## config.mk

```make
export PLATFORM = sky130hd
export DESIGN_NAME = vtpt_regs
export DESIGN_NICKNAME = d
export VERILOG_FILES = /design/src/vtpt_pkg.sv /design/src/vtpt_regs.sv
export SDC_FILE = /design/constraint.sdc
export NUM_CORES = 1
export LEC_CHECK = 0
export BUFFER_PORTS_ARGS = -buffer_cell sky130_fd_sc_hd__buf_4
export CORE_AREA = 5 5 252 254
export DETAILED_ROUTE_END_ITERATION = 10
export DIE_AREA = 0 0 257 259
export MAX_ROUTING_LAYER = met4
export PLACE_DENSITY = 0.6
export SYNTH_ARGS = -nofsm -noshare
export SYNTH_HDL_FRONTEND = slang
export SYNTH_SLANG_ARGS = --single-unit
```

## constraint.sdc

```tcl
create_clock -name clk -period 1.3 [get_ports clk]
set_input_delay 0.065 -clock clk [delete_from_list [all_inputs] [get_ports clk]]
set_output_delay 0.065 -clock clk [all_outputs]
set_load 0.01 [all_outputs]
```

## src/vtpt_pkg.sv

```systemverilog
// ----------------------------------------------------------------------------
// vtpt_pkg
// Shared types, constants and helpers for the vertex transform block.
// ----------------------------------------------------------------------------
package vtpt_pkg;

	localparam int VIEWPORT_W = 640;
	localparam int VIEWPORT_H = 480;

	localparam logic signed [31:0] HALF_W = 32'(VIEWPORT_W * 32768);
	localparam logic signed [31:0] HALF_H = 32'(VIEWPORT_H * 32768);

	localparam int REG_N     = 8;
	localparam int REG_IDX_W = 3;
	localparam int ADDR_W    = 6;
	localparam int QUO_W     = 31;
	localparam logic [4:0] ITER_LAST = 5'(QUO_W - 1);

	localparam logic [49:0] ONE_Q = 50'd65536;

	typedef logic [REG_N-1:0][63:0] regs_t;
	typedef logic [15:0][31:0] mat_t;

	// identity matrix
	localparam regs_t REG_RESET = {
		64'h0001_0000_0000_0000, 64'h0000_0000_0000_0000,
		64'h0000_0000_0001_0000, 64'h0000_0000_0000_0000,
		64'h0000_0000_0000_0000, 64'h0001_0000_0000_0000,
		64'h0000_0000_0000_0000, 64'h0000_0000_0001_0000
	};

	typedef enum logic [3:0] {
		S_IDLE,
		S_ROW_INIT,
		S_ROW_MAC,
		S_ROW_LAST,
		S_DIV_START,
		S_DIV_STEP,
		S_DIV_END,
		S_SCR_X,
		S_SCR_Y,
		S_SCR_Z,
		S_COMMIT,
		S_EMIT
	} state_t;

	typedef enum logic [1:0] {
		MUL_MAT,
		MUL_HW,
		MUL_HH
	} mul_sel_t;

	typedef struct packed {
		logic       load_in;
		logic       mul_en;
		mul_sel_t   mul_sel;
		logic [1:0] row;
		logic [1:0] tap;
		logic       acc_init;
		logic       acc_add;
		logic       row_store;
		logic [1:0] coord;
		logic       div_start;
		logic       div_step;
		logic       div_end;
		logic       scr_x;
		logic       scr_y;
		logic       hold_wr;
		logic       hold_idx;
		logic       out_load;
	} cmd_t;

	typedef struct packed {
		logic div_special;
		logic tri_drop;
		logic out_empty;
	} sts_t;

	typedef struct packed {
		logic signed [31:0] sx;
		logic signed [31:0] sy;
		logic [16:0]        depth;
		logic [31:0]        color;
		logic               behind;
	} held_t;

	typedef struct packed {
		logic signed [31:0] sx;
		logic signed [31:0] sy;
		logic [16:0]        depth;
		logic [31:0]        color;
		logic               flat;
		logic               last;
	} result_t;

	typedef result_t [2:0] trio_t;

	function automatic logic signed [31:0] sat32(input logic signed [49:0] v);
		logic signed [49:0] hi;
		logic signed [49:0] lo;
		hi = 50'sd2147483647;
		lo = -50'sd2147483648;
		if (v > hi) return 32'sh7fff_ffff;
		if (v < lo) return 32'sh8000_0000;
		return v[31:0];
	endfunction

endpackage

```

## src/vtpt_regs.sv

```systemverilog
// ----------------------------------------------------------------------------
// vtpt_regs
// Matrix coefficient registers behind the APB-style port.
// ----------------------------------------------------------------------------
module vtpt_regs import vtpt_pkg::*; (
	input  logic              clk,
	input  logic              arst_n,
	input  logic              psel,
	input  logic              penable,
	input  logic              pwrite,
	input  logic [ADDR_W-1:0] paddr,
	input  logic [63:0]       pwdata,
	output logic [63:0]       prdata,
	output logic              pready,
	output mat_t              mat
);

	regs_t reg_q;
	logic [REG_IDX_W-1:0] idx;

	assign idx    = paddr[ADDR_W-1:3];
	assign pready = 1'b1;
	assign prdata = reg_q[idx];
	assign mat    = reg_q;

	always_ff @(posedge clk or negedge arst_n) begin
		if (!arst_n) begin
			reg_q <= REG_RESET;
		end else if (psel && penable && pwrite) begin
			reg_q[idx] <= pwdata;
		end
	end

endmodule

```

* After elaboration in Yosys (flattened, before gate mapping)
Cells that the tools add are included.
** Storage, ports and cells
- Register bits after elaboration :: 512
- Bits of input ports :: 75
- Output and inout port bits :: 577
- Word-level logic and storage cells :: 18
** Cells by class
- Order comparisons :: 2
- Mux-type cells :: 5
- Reductions and logical operators :: 3
** Operators with widths (number)
- $bwmux 512 :: 1
- $bmux 64 s3 :: 1
- $demux 64 s3 :: 1
- $mux 64 :: 2
- $lt 3x4->1 const B :: 1
- $ge 3x1->1 const B :: 1
- $logic_and 1x1->1 :: 3

* Depth between registers and ports, before layout
- Depth in word-level cells :: 5
- Gate-level depth with buffers :: 5
- Depth with buffers taken out :: 3

* Worst setup path after synthesis
No wires, ideal clock.
- Path type :: in2out
- Start :: input paddr[4]
- End :: output prdata[43]
- Arrival time :: 1.461 ns
- Data required time :: 1.235 ns
- Slack :: -0.226 ns
- Cell stages on the path :: 4
- Path through :: buf_2 > buf_2 > mux4_2 > mux2_2
** Between the ends
- Word-level cells in the longest chain between the ends :: 2
** RTL lines
- from (decl) :: RTL line vtpt_regs.sv:11 : input logic [ADDR_W-1:0] paddr,
- $bmux 64 s3 :: RTL line vtpt_regs.sv:23 : assign prdata = reg_q[idx];
- $mux 64 (implied by the code) :: RTL line vtpt_regs.sv:23
- to (decl) :: RTL line vtpt_regs.sv:13 : output logic [63:0] prdata,
No other way between the ends. The select of a mux whose other input is x is not followed.

* Final worst setup path
- Start :: register reg_q, in the netlist mat[419]
- End :: output prdata[35]
** Between the ends
- Word-level cells in the longest chain between the ends :: 2
** RTL lines
- from (decl) :: RTL line vtpt_regs.sv:18 : regs_t reg_q;
- from (signal, indexed assignment) :: RTL line vtpt_regs.sv:30 : reg_q[idx] <= pwdata;
- $bmux 64 s3 :: RTL line vtpt_regs.sv:23
- $mux 64 (implied by the code) :: RTL line vtpt_regs.sv:23
No other way between the ends. The select of a mux whose other input is x is not followed.

==> flow_summary.json <==
{
  "status": "finished with violations",
  "violations": "negative setup slack",
  "clkTransAtPathRegs_ns": 0.06,
  "io_pins": 652,
  "fin_nets": 2829,
  "portBuffers": 647,
  "num_rows": 91,
  "dr.pass1.iters": 4,
  "grt_pass1_vias": 20150,
  "drc": 0,
  "cp_max_fo": 2,
  "dpl-instance-area_um2": 33600,
  "max-cap-violations": 0,
  "r2r-end": "mat[31]$_DFFE_PN0P_",
  "required_ns": 1.24,
  "hpwlAfterDp_um": 63100,
  "finalSetupViolations": 389,
  "whs_ns": 0.0905,
  "drive_gt1_frac": 0.777,
  "use_met1": 0.322,
  "grt_first_pass_wirelength_um": 133000,
  "arrival_ns": 1.95,
  "grt_max_degree": 82,
  "syn-num-nets": 1391,
  "drtAntennaViolNets": 0,
  "drt-wirelength-per-cell_um": 25.2,
  "critPathBufInv": 1,
  "h-tree-depth": 2,
  "fin_crit_ns": 2.01,
  "cts_root_buffer": "clkbuf_16",
  "cp-start-kind": "flop",
  "gr-usage-met2": 0.450,
  "gr-usage-all-layers": 0.270,
  "vias_per_cell": 5.06,
  "min_path_type": "in -> async",
  "r2r_start": "mat[31]$_DFFE_PN0P_",
  "fp.coreArea_um2": 61000,
  "die_h_um": 259,
  "slew_viol_final": 0,
  "critPathTopFamily": "multiplexers",
  "crit_chain": "mux4_2 -> mux2_4 -> buf_6",
  "die-area_um2": 66600,
  "slew_headroom": 0.441,
  "routabilityCongestion": 0.886,
  "grt_overflow_total": 0,
  "hold_viol_final": 0,
  "critPathKind": "reg -> out",
  "vias": 18187,
  "antenna_found_initial": 3,
  "drtIter0Drc": 934,
  "fmax_mhz": 497,
  "clock_sink_count": 512,
  "fp.dieW_um": 257,
  "worstMarginPinSlew_ns": 0.836,
  "reg2reg_depth": 4,
  "finClkSkew_ns": 0,
  "floorplan.initialDensity": 0.372,
  "critPathMaxStageDelay_ns": 0.52,
  "avgSynthCellArea_um2": 17.2,
  "postSynthCellCount": 1316,
  "ir_worst_vdd_mv": 1.15,
  "busiest_layer": "met2",
  "mostFrequentLayoutCells": "buf_6, dfrtp_1, mux2_2",
  "ys_ff_latch": 512,
  "leakage_uw": 0.0199,
  "tns_ns": -55.02,
  "final_common_cell": "buf_6",
  "grt_use_met3": 0.0657,
  "post-route-period-util": 1.55,
  "yosys_warnings": 0,
  "cts_tree": "yes",
  "wl_um": 90500,
  "layout-area-overhead-vs-synth_pct": 83.4,
  "power_density_nw_per_um2": 1590,
  "cts_buffers": 58,
  "rsz0062_at_grt": "true",
  "clock_latency_ns": 0.60,
  "largest_reg_flops": 512,
  "end_kind": "output pin",
  "r2r_setup_slack_ns": 0.18,
  "design_area_um2": 41600,
  "slowest_stage": "mux4_2",
  "finalPower_uw": 66300,
  "syn_area_um2": 22700,
  "ys_seq_area_frac": 0.565,
  "cts_max_path_buffers": 3,
  "ys_types": 16,
  "finalWorstSetupSlack_ns": -0.712
}
power breakdown:
group | switching [µW] | internal [µW] | leakage, µW | total [µW]
logic | 9890 | 18000 | 0.0123 | 27900
clock network | 6770 | 10300 | 0.000992 | 17100
registers | 2290 | 19100 | 0.00654 | 21400
cell families (layout without fill, tap and decap cells):
kind of cell,Yosys count,after routing,synth area share
multiplexers,704,704,0.413
other,1,4,0.000165
buffers and inverters,86,1572,0.0179
flip-flops,512,512,0.565
AND/OR/NAND/NOR,13,13,0.00392
synth_stat cells:
cell | number | area [µm²]
buf_4 | 1 | 7.51
nand2b_1 | 2 | 12.5
nand2_1 | 1 | 3.75
buf_2 | 63 | 315
nand4b_1 | 1 | 8.76
dfstp_2 | 4 | 105
clkbuf_1 | 14 | 52.6
buf_1 | 8 | 30.0
conb_1 | 1 | 3.75
mux2_2 | 543 | 6110
nor3_2 | 2 | 20.0
mux2_1 | 33 | 372
mux4_2 | 128 | 2880
nand4_1 | 1 | 6.26
dfrtp_1 | 508 | 12700
nor2_2 | 6 | 37.5
worst register-to-register path, cell delays in order, from the launching register on:
cell	delay, ns
dfrtp_1	0.41
buf_6	0.13
buf_6	0.11
buf_4	0.12
mux2_2	0.25
timing repair:
action | in CTS | in global routing
endpoints found under the hold margin | 1022 | 17
resized for setup | 1048 | 146
buffers inserted | 147 | 132
endpoints found under the setup margin | 576 | 593
hold buffers | 66 | 1
how the worst max path moves through the flow:
stage	startpoint	to	slack, ns	cells after the start
5_1_grt	mat[400]$_DFFE_PN0P_	prdata[16]	-0.75	3
2_1_floorplan	paddr[3]	mat[195]$_DFFE_PN0P_	-0.14	5
6_report	mat[419]$_DFFE_PN0P_	prdata[35]	-0.71	3
3_5_place_dp	paddr[4]	mat[137]$_DFFE_PN0P_	-0.34	7
4_1_cts	mat[384]$_DFFE_PN0P_	prdata[0]	-0.75	3
3_3_place_gp	paddr[4]	mat[128]$_DFFE_PN0P_	-0.31	7
cell type report:
cell class,instances,area (µm²)
fill,4082,19400
timing repair buffer,1464,16100
sequential,512,12800
multi-input combinational,718,9730
clock buffer,90,1810
tap,790,988
clock inverter,18,199
antenna,3,7.51
per-stage QoR:
| step | cells | worst slack, ns | utilization |
|---|---|---|---|
| finish | 3595 | -0.712 | 0.682 |
| detailed placement | 3291 | -0.336 | 0.551 |
| global placement | 3291 | -0.314 | 0.551 |
| CTS | 3491 | -0.752 | 0.662 |
| global route | 3595 | -0.748 | 0.682 |
| floorplan | 1316 | -0.137 | - |
metal layers:
layer / part of all wire / wire length (µm)
met1: 0.39 / 35500
met2: 0.51 / 45800
met3: 0.062 / 5620
met4: 0.039 / 3560
met5: 0 / 0
(Power assumes the default switching activity.)
