--- src/vtpt_pkg.sv ---
// ----------------------------------------------------------------------------
// vtpt_pkg
// Shared types, constants and helpers for the vertex transform block.
// ----------------------------------------------------------------------------
package vtpt_pkg;

	localparam int VIEWPORT_W = 640;
	localparam int VIEWPORT_H = 480;

	localparam logic signed [31:0] HALF_W = 32'(VIEWPORT_W * 32768);
	localparam logic signed [31:0] HALF_H = 32'(VIEWPORT_H * 32768);

	localparam int REG_N     = 8;
	localparam int REG_IDX_W = 3;
	localparam int ADDR_W    = 6;
	localparam int QUO_W     = 31;
	localparam logic [4:0] ITER_LAST = 5'(QUO_W - 1);

	localparam logic [49:0] ONE_Q = 50'd65536;

	typedef logic [REG_N-1:0][63:0] regs_t;
	typedef logic [15:0][31:0] mat_t;

	// identity matrix
	localparam regs_t REG_RESET = {
		64'h0001_0000_0000_0000, 64'h0000_0000_0000_0000,
		64'h0000_0000_0001_0000, 64'h0000_0000_0000_0000,
		64'h0000_0000_0000_0000, 64'h0001_0000_0000_0000,
		64'h0000_0000_0000_0000, 64'h0000_0000_0001_0000
	};

	typedef enum logic [3:0] {
		S_IDLE,
		S_ROW_INIT,
		S_ROW_MAC,
		S_ROW_LAST,
		S_DIV_START,
		S_DIV_STEP,
		S_DIV_END,
		S_SCR_X,
		S_SCR_Y,
		S_SCR_Z,
		S_COMMIT,
		S_EMIT
	} state_t;

	typedef enum logic [1:0] {
		MUL_MAT,
		MUL_HW,
		MUL_HH
	} mul_sel_t;

	typedef struct packed {
		logic       load_in;
		logic       mul_en;
		mul_sel_t   mul_sel;
		logic [1:0] row;
		logic [1:0] tap;
		logic       acc_init;
		logic       acc_add;
		logic       row_store;
		logic [1:0] coord;
		logic       div_start;
		logic       div_step;
		logic       div_end;
		logic       scr_x;
		logic       scr_y;
		logic       hold_wr;
		logic       hold_idx;
		logic       out_load;
	} cmd_t;

	typedef struct packed {
		logic div_special;
		logic tri_drop;
		logic out_empty;
	} sts_t;

	typedef struct packed {
		logic signed [31:0] sx;
		logic signed [31:0] sy;
		logic [16:0]        depth;
		logic [31:0]        color;
		logic               behind;
	} held_t;

	typedef struct packed {
		logic signed [31:0] sx;
		logic signed [31:0] sy;
		logic [16:0]        depth;
		logic [31:0]        color;
		logic               flat;
		logic               last;
	} result_t;

	typedef result_t [2:0] trio_t;

	function automatic logic signed [31:0] sat32(input logic signed [49:0] v);
		logic signed [49:0] hi;
		logic signed [49:0] lo;
		hi = 50'sd2147483647;
		lo = -50'sd2147483648;
		if (v > hi) return 32'sh7fff_ffff;
		if (v < lo) return 32'sh8000_0000;
		return v[31:0];
	endfunction

endpackage

--- src/vtpt_outq.sv ---
// ----------------------------------------------------------------------------
// vtpt_outq
// Three-entry result queue, loaded with a whole triangle, drained one a time.
// ----------------------------------------------------------------------------
module vtpt_outq import vtpt_pkg::*; (
	input  logic    clk,
	input  logic    arst_n,
	input  logic    load,
	input  trio_t   triangle,
	input  logic    out_stall,
	output logic    out_valid,
	output result_t head,
	output logic    empty
);

	result_t    ent_q [3];
	logic [1:0] cnt_q;
	logic       xfer;

	assign out_valid = cnt_q != 2'd0;
	assign empty     = cnt_q == 2'd0;
	assign head      = ent_q[0];
	assign xfer      = out_valid && !out_stall;

	always_ff @(posedge clk or negedge arst_n) begin
		if (!arst_n) begin
			cnt_q <= '0;
		end else if (load) begin
			cnt_q <= 2'd3;
		end else if (xfer) begin
			cnt_q <= cnt_q - 2'd1;
		end
	end

	always_ff @(posedge clk) begin
		if (load) begin
			ent_q[0] <= triangle[0];
			ent_q[1] <= triangle[1];
			ent_q[2] <= triangle[2];
		end else if (xfer) begin
			// advance towards the head
			ent_q[0] <= ent_q[1];
			ent_q[1] <= ent_q[2];
		end
	end

endmodule

--- config.mk ---
export PLATFORM = sky130hd
export DESIGN_NAME = vtpt_outq
export DESIGN_NICKNAME = d
export VERILOG_FILES = /design/src/vtpt_pkg.sv /design/src/vtpt_outq.sv
export SDC_FILE = /design/constraint.sdc
export NUM_CORES = 1
export LEC_CHECK = 0
export BUFFER_PORTS_ARGS = -buffer_cell sky130_fd_sc_hd__buf_2
export CAP_MARGIN = 30
export CORE_AREA = 2 2 179 181
export CTS_CLUSTER_DIAMETER = 40
export DETAILED_ROUTE_END_ITERATION = 8
export DIE_AREA = 0 0 181 183
export HOLD_SLACK_MARGIN = 0.03
export PLACE_DENSITY = 0.84
export SLEW_MARGIN = 30
export SYNTH_ARGS = -nofsm -noshare
export SYNTH_HDL_FRONTEND = slang
export SYNTH_SLANG_ARGS = --single-unit
--- constraint.sdc ---
create_clock -name clk -period 36.6 [get_ports clk]
set_input_delay 7.32 -clock clk [delete_from_list [all_inputs] [get_ports clk]]
set_output_delay 7.32 -clock clk [all_outputs]
set_load 0.02 [all_outputs]
### Word-level counts from Yosys, hierarchy flattened

Memory sizes are Yosys's and may differ from the RTL's.
Cells that the tools add are included.

* flip-flop bits (word level): 2
* RAM bits: 345
* bits of input ports: 349
* memories: 1

Memories
* ent_q: depth 3, bits a word 115, rd ports 3, clocked after memory_dff 0, write ports 3, line vtpt_outq.sv:16 `result_t ent_q [3];`

* add/sub/neg operators: 1
* muxes and demuxes: 9
* bitwise gates (word level): 2
* reduce and logical (&&, ||, !) cells: 5

Operators with widths (count)
* $mux W115: 2
* $mux W1: 5
* $mux W2: 2
* $reduce_bool A2 Y1: 2
* $logic_not A2 Y1: 1
* $or A1 B1 Y1: 2
* $sub A2 B1 Y2 const B: 1
* $logic_and A1 B1 Y1: 1
* $logic_not A1 Y1: 1

### Depth between registers and ports, before layout

Gate-level depths: netlist (run 1).

* word-level depth: 6
* gate-level depth with buffers: 6
* gate-level depth less buffers: 4

### Least setup slack after synthesis (run 1)

No wires, ideal clock.

* kind: input -> register
* start: in out_stall
* end: mem ent_q[0][0] (netlist name), enable pin
* setup time: 1.140 ns
* arrival: 23.342 ns
* required time: 35.460 ns
* slack: 12.117 ns
* stages: 1
* buffers on the path: 0
* cell sequence: o21ai_0

RTL lines
* from (decl): line vtpt_outq.sv:10 `input logic out_stall,`
* to (decl): line vtpt_outq.sv:16

==> reports/results.ini, run 1 <==
[setup_path]
cp_common_cell = buf_4
cp_max_fo = 76
cp_top_family = buffers and inverters
crit_cells = 5
crit_path_end = ent_q[0][48]
reg2reg_slack_ps = 33480
end_kind = register
arrival_ps = 9870
cp-startpoint = load
cp.buffers_inverters = 4
path_cells = buf_4 -> inv_1 -> o21ai_4 -> buf_4 -> buf_6
worst_setup_path_start_kind = input pin
r2r_end = ent_q[0][56]
worstSetupPathType = input pin to register
critPathMaxStageDelay_ps = 630
crit_required_ps = 36750
reg2regPathDepth = 6
regToRegStartpoint = cnt_q[0]
crit_slowest_cell = buf_4

[timing]
max-slew-margin-rel_pct = 40.2
finalCriticalPeriod_ps = 9720
setup_tns_ps = 0
rsz0062_at_grt = false
layout_setup_ws_ps = 26880
final-setup-viol-count = 0
finalClockSkew_ps = 13.1
worst_pin_slew_ps = 897
final_max_slew_viol_count = 0
finalCritPeriodShare_pct = 26.5
max_freq_mhz = 103
hold_viol = 0

[detailed_routing]
finalWirelength_mm = 32.7
dr.first_iter.drc_count = 417
via_per_inst = 4.94
wl_per_cell_um = 21.1
firstDrtPassIters = 4
drc = 0
num_vias = 7667
ant_nets = 0

[yosys]
synth_area_leader_cell = edfxtp_1
yosys.area.top_type_share_pct = 73.0
synth-seq-area-share_pct = 73.4
synth-seq-cells = 347
synth.distinct_cells = 14
synth.cell_area_sq_um = 14200
syn_nets = 1079
avgSynthCellArea_sq_um = 19.5
synthCells = 729
synth.area.top_cells = edfxtp_1 73%, mux2_1 16%, buf_4 6.2%, mux2_2 2.4%, buf_6 1.6%
ys_warn_count = 0

[place]
portBuffers = 465
dpl.hpwl_mm = 23.8
gp_congestion = 0.942
place_ws_ps = 26060

[worst_hold_path]
hold_path_depth = 1
hold_path_class = register to register

[power_and_ir_drop]
power_leakage_nw = 7.03
power_density_nw_per_um2 = 57.8
peakVddDrop_uv = 38.9
total_power_mw = 1.01

[clock_tree]
cts.sinks = 347
clockBufferDepth = 3
clk_latency_ps = 530
cts_tree = done
path_clk_slew_ps = 60
cts.hold.buffers_added = 0
root_buffer = clkbuf_16
cts_htree_levels = 2
cts_buffers = 46
post_cts_buffers = 0
cts_resized = 0

[floorplan]
coreArea_sq_um = 31200
die_h_um = 183
row_count = 65
io_pins = 466
dieArea_sq_um = 33100
chipWidth_um = 181
start_util_pct = 45.4

[global_routing]
grt_pass1_wl_mm = 47.4
grt_max_degree = 152
first_global_vias = 8089
grt_usage_pct = 19.3
antenna_found_initial = 10
overflow = 0

[final_layout]
areaGrowthSynthToFinish_pct = 23.6
drive_gt1_share_pct = 50.6
final_cell_mix = 464 x buf_2, 345 x edfxtp_1, 200 x mux2_1
fin_nets = 1459
final_common_cell = buf_2

[flow_run]
drv_cap = 0

[run_status]
status = finished clean

## registers in the layout (all words and copies together), names as in the netlist
name   flops
cnt_q      2
ent_q    345
## synthesized netlist by cell type (all sizes together)
master  instances
nand3           1
mux2          230
o21ai           3
o311ai          1
ha              1
or3             1
edfxtp        345
dfrtp           2
nor3            1
inv             4
buf           140
## cell families (layout without fill, tap and decap cells)
| logic type | Yosys count | after routing | synth area share (%) |
|---|---|---|---|
| adder cells (fa/ha/maj) | 1 | 1 | 0.0882 |
| AND/OR/NAND/NOR | 3 | 3 | 0.150 |
| buffers and inverters | 144 | 558 | 7.99 |
| AO/OA/AOI/OAI | 4 | 4 | 0.167 |
| other | 0 | 7 | 0 |
| multiplexers | 230 | 230 | 18.3 |
| flip-flops | 347 | 347 | 73.4 |
## through the flow
stage | area [sq um] | hold slack, ps | std cells | utilization (%)
floorplan | 14200 | 502 | 729 | -
global placement | 16000 | 509 | 1462 | 51.2
detailed placement | 16000 | 518 | 1463 | 51.3
CTS | 17500 | 527 | 1545 | 56.1
global route | 17500 | 544 | 1552 | 56.2
finish | 17500 | 524 | 1552 | 56.2
## worst min-delay path by stage
| stage | start | endpoint | slack [ps] |
|---|---|---|---|
| after floorplan | cnt_q[1] | cnt_q[1] | 500 |
| after global placement | ent_q[1][67] | ent_q[0][182] | 510 |
| after detailed placement | ent_q[0][162] | ent_q[0][47] | 520 |
| after CTS | ent_q[1][65] | ent_q[0][180] | 530 |
| after global routing | ent_q[1][50] | ent_q[0][165] | 540 |
| final | ent_q[1][65] | ent_q[0][180] | 520 |
## metal layers
layer / GRT usage (%) / share of wire (%) / wire [um] / vias to the layer above
li1: - / - / - / 3460
met1: 22.4 / 37 / 12000 / 3806
met2: 33.3 / 53 / 17200 / 304
met3: 5.44 / 6.4 / 2080 / 93
met4: 9.27 / 4.4 / 1430 / 4
met5: 0 / 0.082 / 27 / -
## cell type report
cell class,instances,area [sq um]
multi-input cells,238,2670
flip-flops and latches,347,10400
inverters,4,15.0
diodes,7,17.5
clock buffers,51,1190
repair buffers,472,2430
fillers,2424,13700
clock inverters,31,309
well taps,402,503
## report_power, final
part,switching (mW),internal (mW)
clock,0.172,0.261
sequential,0.0113,0.481
combinational,0.0505,0.0382
total,0.234,0.780
Power figures use the tool's default switching activity.
==> run 2: changes to the inputs <==
--- a/config.mk
+++ b/config.mk
@@ -7,12 +7,12 @@
 export LEC_CHECK = 0
 export BUFFER_PORTS_ARGS = -buffer_cell sky130_fd_sc_hd__buf_2
 export CAP_MARGIN = 30
-export CORE_AREA = 2 2 179 181
+export CORE_AREA = 2 2 180 182
 export CTS_CLUSTER_DIAMETER = 40
 export DETAILED_ROUTE_END_ITERATION = 8
-export DIE_AREA = 0 0 181 183
+export DIE_AREA = 0 0 182 184
 export HOLD_SLACK_MARGIN = 0.03
-export PLACE_DENSITY = 0.84
+export PLACE_DENSITY = 0.83
 export SLEW_MARGIN = 30
 export SYNTH_ARGS = -nofsm -noshare
 export SYNTH_HDL_FRONTEND = slang
==> constraint.sdc (replaced) <==
create_clock -name clk -period 9.7 [get_ports clk]
set_input_delay 1.94 -clock clk [delete_from_list [all_inputs] [get_ports clk]]
set_output_delay 1.94 -clock clk [all_outputs]
set_load 0.02 [all_outputs]
==> run 2 against run 1 <==
Effect of this change:
- via count is 0.44% lower
- total power rose to 3.8 times the previous value
- largest cell class unchanged
- highest routed layer unchanged
- sequential share of layout area fell by 0.085 points
- critical path depth unchanged
- sequential power rose to 3.8 times the previous value
- die area increased by 1.1%
- register-to-register slack worse by 27000 ps
==> reports/results.ini, run 2 (synthesis results as in run 1) <==
[setup_path]
regToRegStartpoint = cnt_q[0]
cp.buffers_inverters = 3  ; -1
critPathMaxStageDelay_ps = 800  ; +170 ps
end_kind = register
reg2regPathDepth = 6  ; unchanged
reg2reg_slack_ps = 6490  ; -26,990 ps
worst_setup_path_start_kind = input pin
cp_common_cell = buf_4
arrival_ps = 4430  ; -5440 ps
crit_slowest_cell = buf_4
worstSetupPathType = input pin to register
cp_top_family = buffers and inverters
path_cells = buf_4 -> nor3_4 -> buf_4 -> buf_4 -> mux2_1
crit_required_ps = 9960  ; -26,790 ps
cp_max_fo = 67  ; -12%
r2r_end = ent_q[0][153]

[place]
portBuffers = 465  ; unchanged
gp_congestion = 0.858  ; -8.8%
place_ws_ps = 4970  ; -21,090 ps
dp_cells = 1466  ; +0.21%
dpl.hpwl_mm = 22.8  ; -4.0%
place_area_sq_um = 16000  ; about the same

[floorplan]
row_count = 65  ; unchanged
start_util_pct = 45.2  ; -0.24 points
io_pins = 466  ; unchanged
dieArea_sq_um = 33500  ; +1.1%
die_h_um = 184  ; +0.55%
coreArea_sq_um = 31400  ; +0.52%
chipWidth_um = 182  ; +0.55%

[clock_tree]
path_clk_slew_ps = 60  ; about the same
cts_htree_levels = 2  ; unchanged
cts_tree = done
clockBufferDepth = 3  ; unchanged
clk_latency_ps = 530  ; about the same
root_buffer = clkbuf_16
cts_resized = 0  ; unchanged
post_cts_buffers = 0  ; unchanged
cts_buffers = 46  ; unchanged
cts.sinks = 347  ; unchanged
cts.hold.buffers_added = 0  ; unchanged

[detailed_routing]
firstDrtPassIters = 4  ; unchanged
drc = 0  ; unchanged
finalWirelength_mm = 32.4  ; -1.1%
highest_layer = met5
dr.first_iter.drc_count = 473  ; +13%
wl_per_cell_um = 20.8  ; -1.4%
ant_nets = 0  ; unchanged
dr_wl_met3_mm = 2.25  ; +8.1%
via_per_inst = 4.90  ; -0.83%
met2_length_mm = 17.1  ; -0.61%
wl_met1_mm = 12.0  ; -0.34%
num_vias = 7633  ; -0.44%

[timing]
final_max_slew_viol_count = 0  ; unchanged
worst_pin_slew_ps = 892  ; -5.19 ps
max_freq_mhz = 240
final-setup-viol-count = 0  ; unchanged
finalCriticalPeriod_ps = 4160
hold_viol = 0  ; unchanged
rsz0062_at_grt = false
layout_setup_ws_ps = 5540  ; -21,350 ps
finalClockSkew_ps = 10.0  ; -3.02 ps
finalCritPeriodShare_pct = 42.9
setup_tns_ps = 0  ; unchanged
max-slew-margin-rel_pct = 40.6  ; +0.35 points
fin_hold_ws_ps = 528  ; +3.23 ps

[worst_hold_path]
hold_path_end = ent_q[0][204]
hold_path_depth = 1  ; unchanged
hp-start = ent_q[1][89]
hold_path_class = register to register

[final_layout]
reg_top3 = ent_q: 345 flops, cnt_q: 2 flops
regMostFlops = ent_q
final_cells = 1558  ; +0.39%
final_cell_mix = 464 x buf_2, 345 x edfxtp_1, 200 x mux2_1
areaGrowthSynthToFinish_pct = 23.8
final_common_cell = buf_2
largest_register_ffs = 345  ; unchanged
n_fill_cell = 2446  ; +0.91%
final_util_pct = 55.9  ; -0.21 points
drive_gt1_share_pct = 50.5  ; -0.089 points
finalInstanceArea_sq_um = 17600  ; +0.14%
fin_nets = 1462  ; +0.21%

[power_and_ir_drop]
peakVddDrop_uv = 158  ; +310%
total_power_mw = 3.87  ; +280%
power_leakage_nw = 7.05  ; +0.33%
power_density_nw_per_um2 = 220  ; +280%

[flow_run]
drv_cap = 0  ; unchanged

[global_routing]
grt_pass1_wl_mm = 46.6  ; -1.7%
grt_max_degree = 82  ; -46%
overflow = 0  ; unchanged
antenna_found_initial = 11  ; +1
first_global_vias = 8116  ; +0.33%
grt_usage_pct = 18.8  ; -0.53 points

[run_status]
status = finished clean

==> run 2: changes by cell type in the layout (fill, tap and decap cells not counted) <==
cell,before,now
buf_16,1,0
bufinv_16,3,5
buf_12,1,0
clkbuf_1,4,6
clkinv_8,1,0
buf_4,3,9
inv_6,7,5
buf_6,3,2
diode_2,7,9
clkinvlp_4,7,5
inv_8,4,5
clkinv_1,4,5
==> run 2: where the power goes <==
| group | leakage, nW | switching [mW] | total (mW) | internal, mW |
|---|---|---|---|---|
| clock | 0.738 | 0.644 | 1.68 | 1.03 |
| sequential | 3.48 | 0.0385 | 1.85 | 1.82 |
| combinational | 2.83 | 0.192 | 0.335 | 0.143 |
==> run 2: layer usage <==
layer	track usage, %	up-vias
li1	-	3466
met1	21.5	3754
met2	32.5	328
met3	5.31	81
met4	9.10	4
met5	0	-
==> run 2: worst register-to-register path, stage by stage (launching register included) <==
cell and delay (ps):
dfrtp_1 360, inv_1 50, ha_1 340, nor3_4 180, buf_4 670, buf_4 840, mux2_1 510
==> run 2: how the worst max path moves through the flow <==
stage | startpoint | to | slack, ps | cells past startpoint
global route | load | ent_q[0][153] | 5430 | 5
floorplan | out_stall | ent_q[0][0] | 1260 | 1
finish | load | ent_q[0][153] | 5540 | 5
detailed placement | load | ent_q[0][186] | 4970 | 5
CTS | load | ent_q[0][186] | 5550 | 5
global placement | load | ent_q[0][176] | 5010 | 5
==> run 2: final cells by class <==
cell class	count	area [sq um]	area share (%)
well taps	402	503	2.86
multi-input cells	238	2670	15.2
flip-flops and latches	347	10400	59.3
repair buffers	475	2410	13.7
inverters	4	15.0	0.0855
clock inverters	30	335	1.91
diodes	9	22.5	0.128
clock buffers	53	1200	6.83
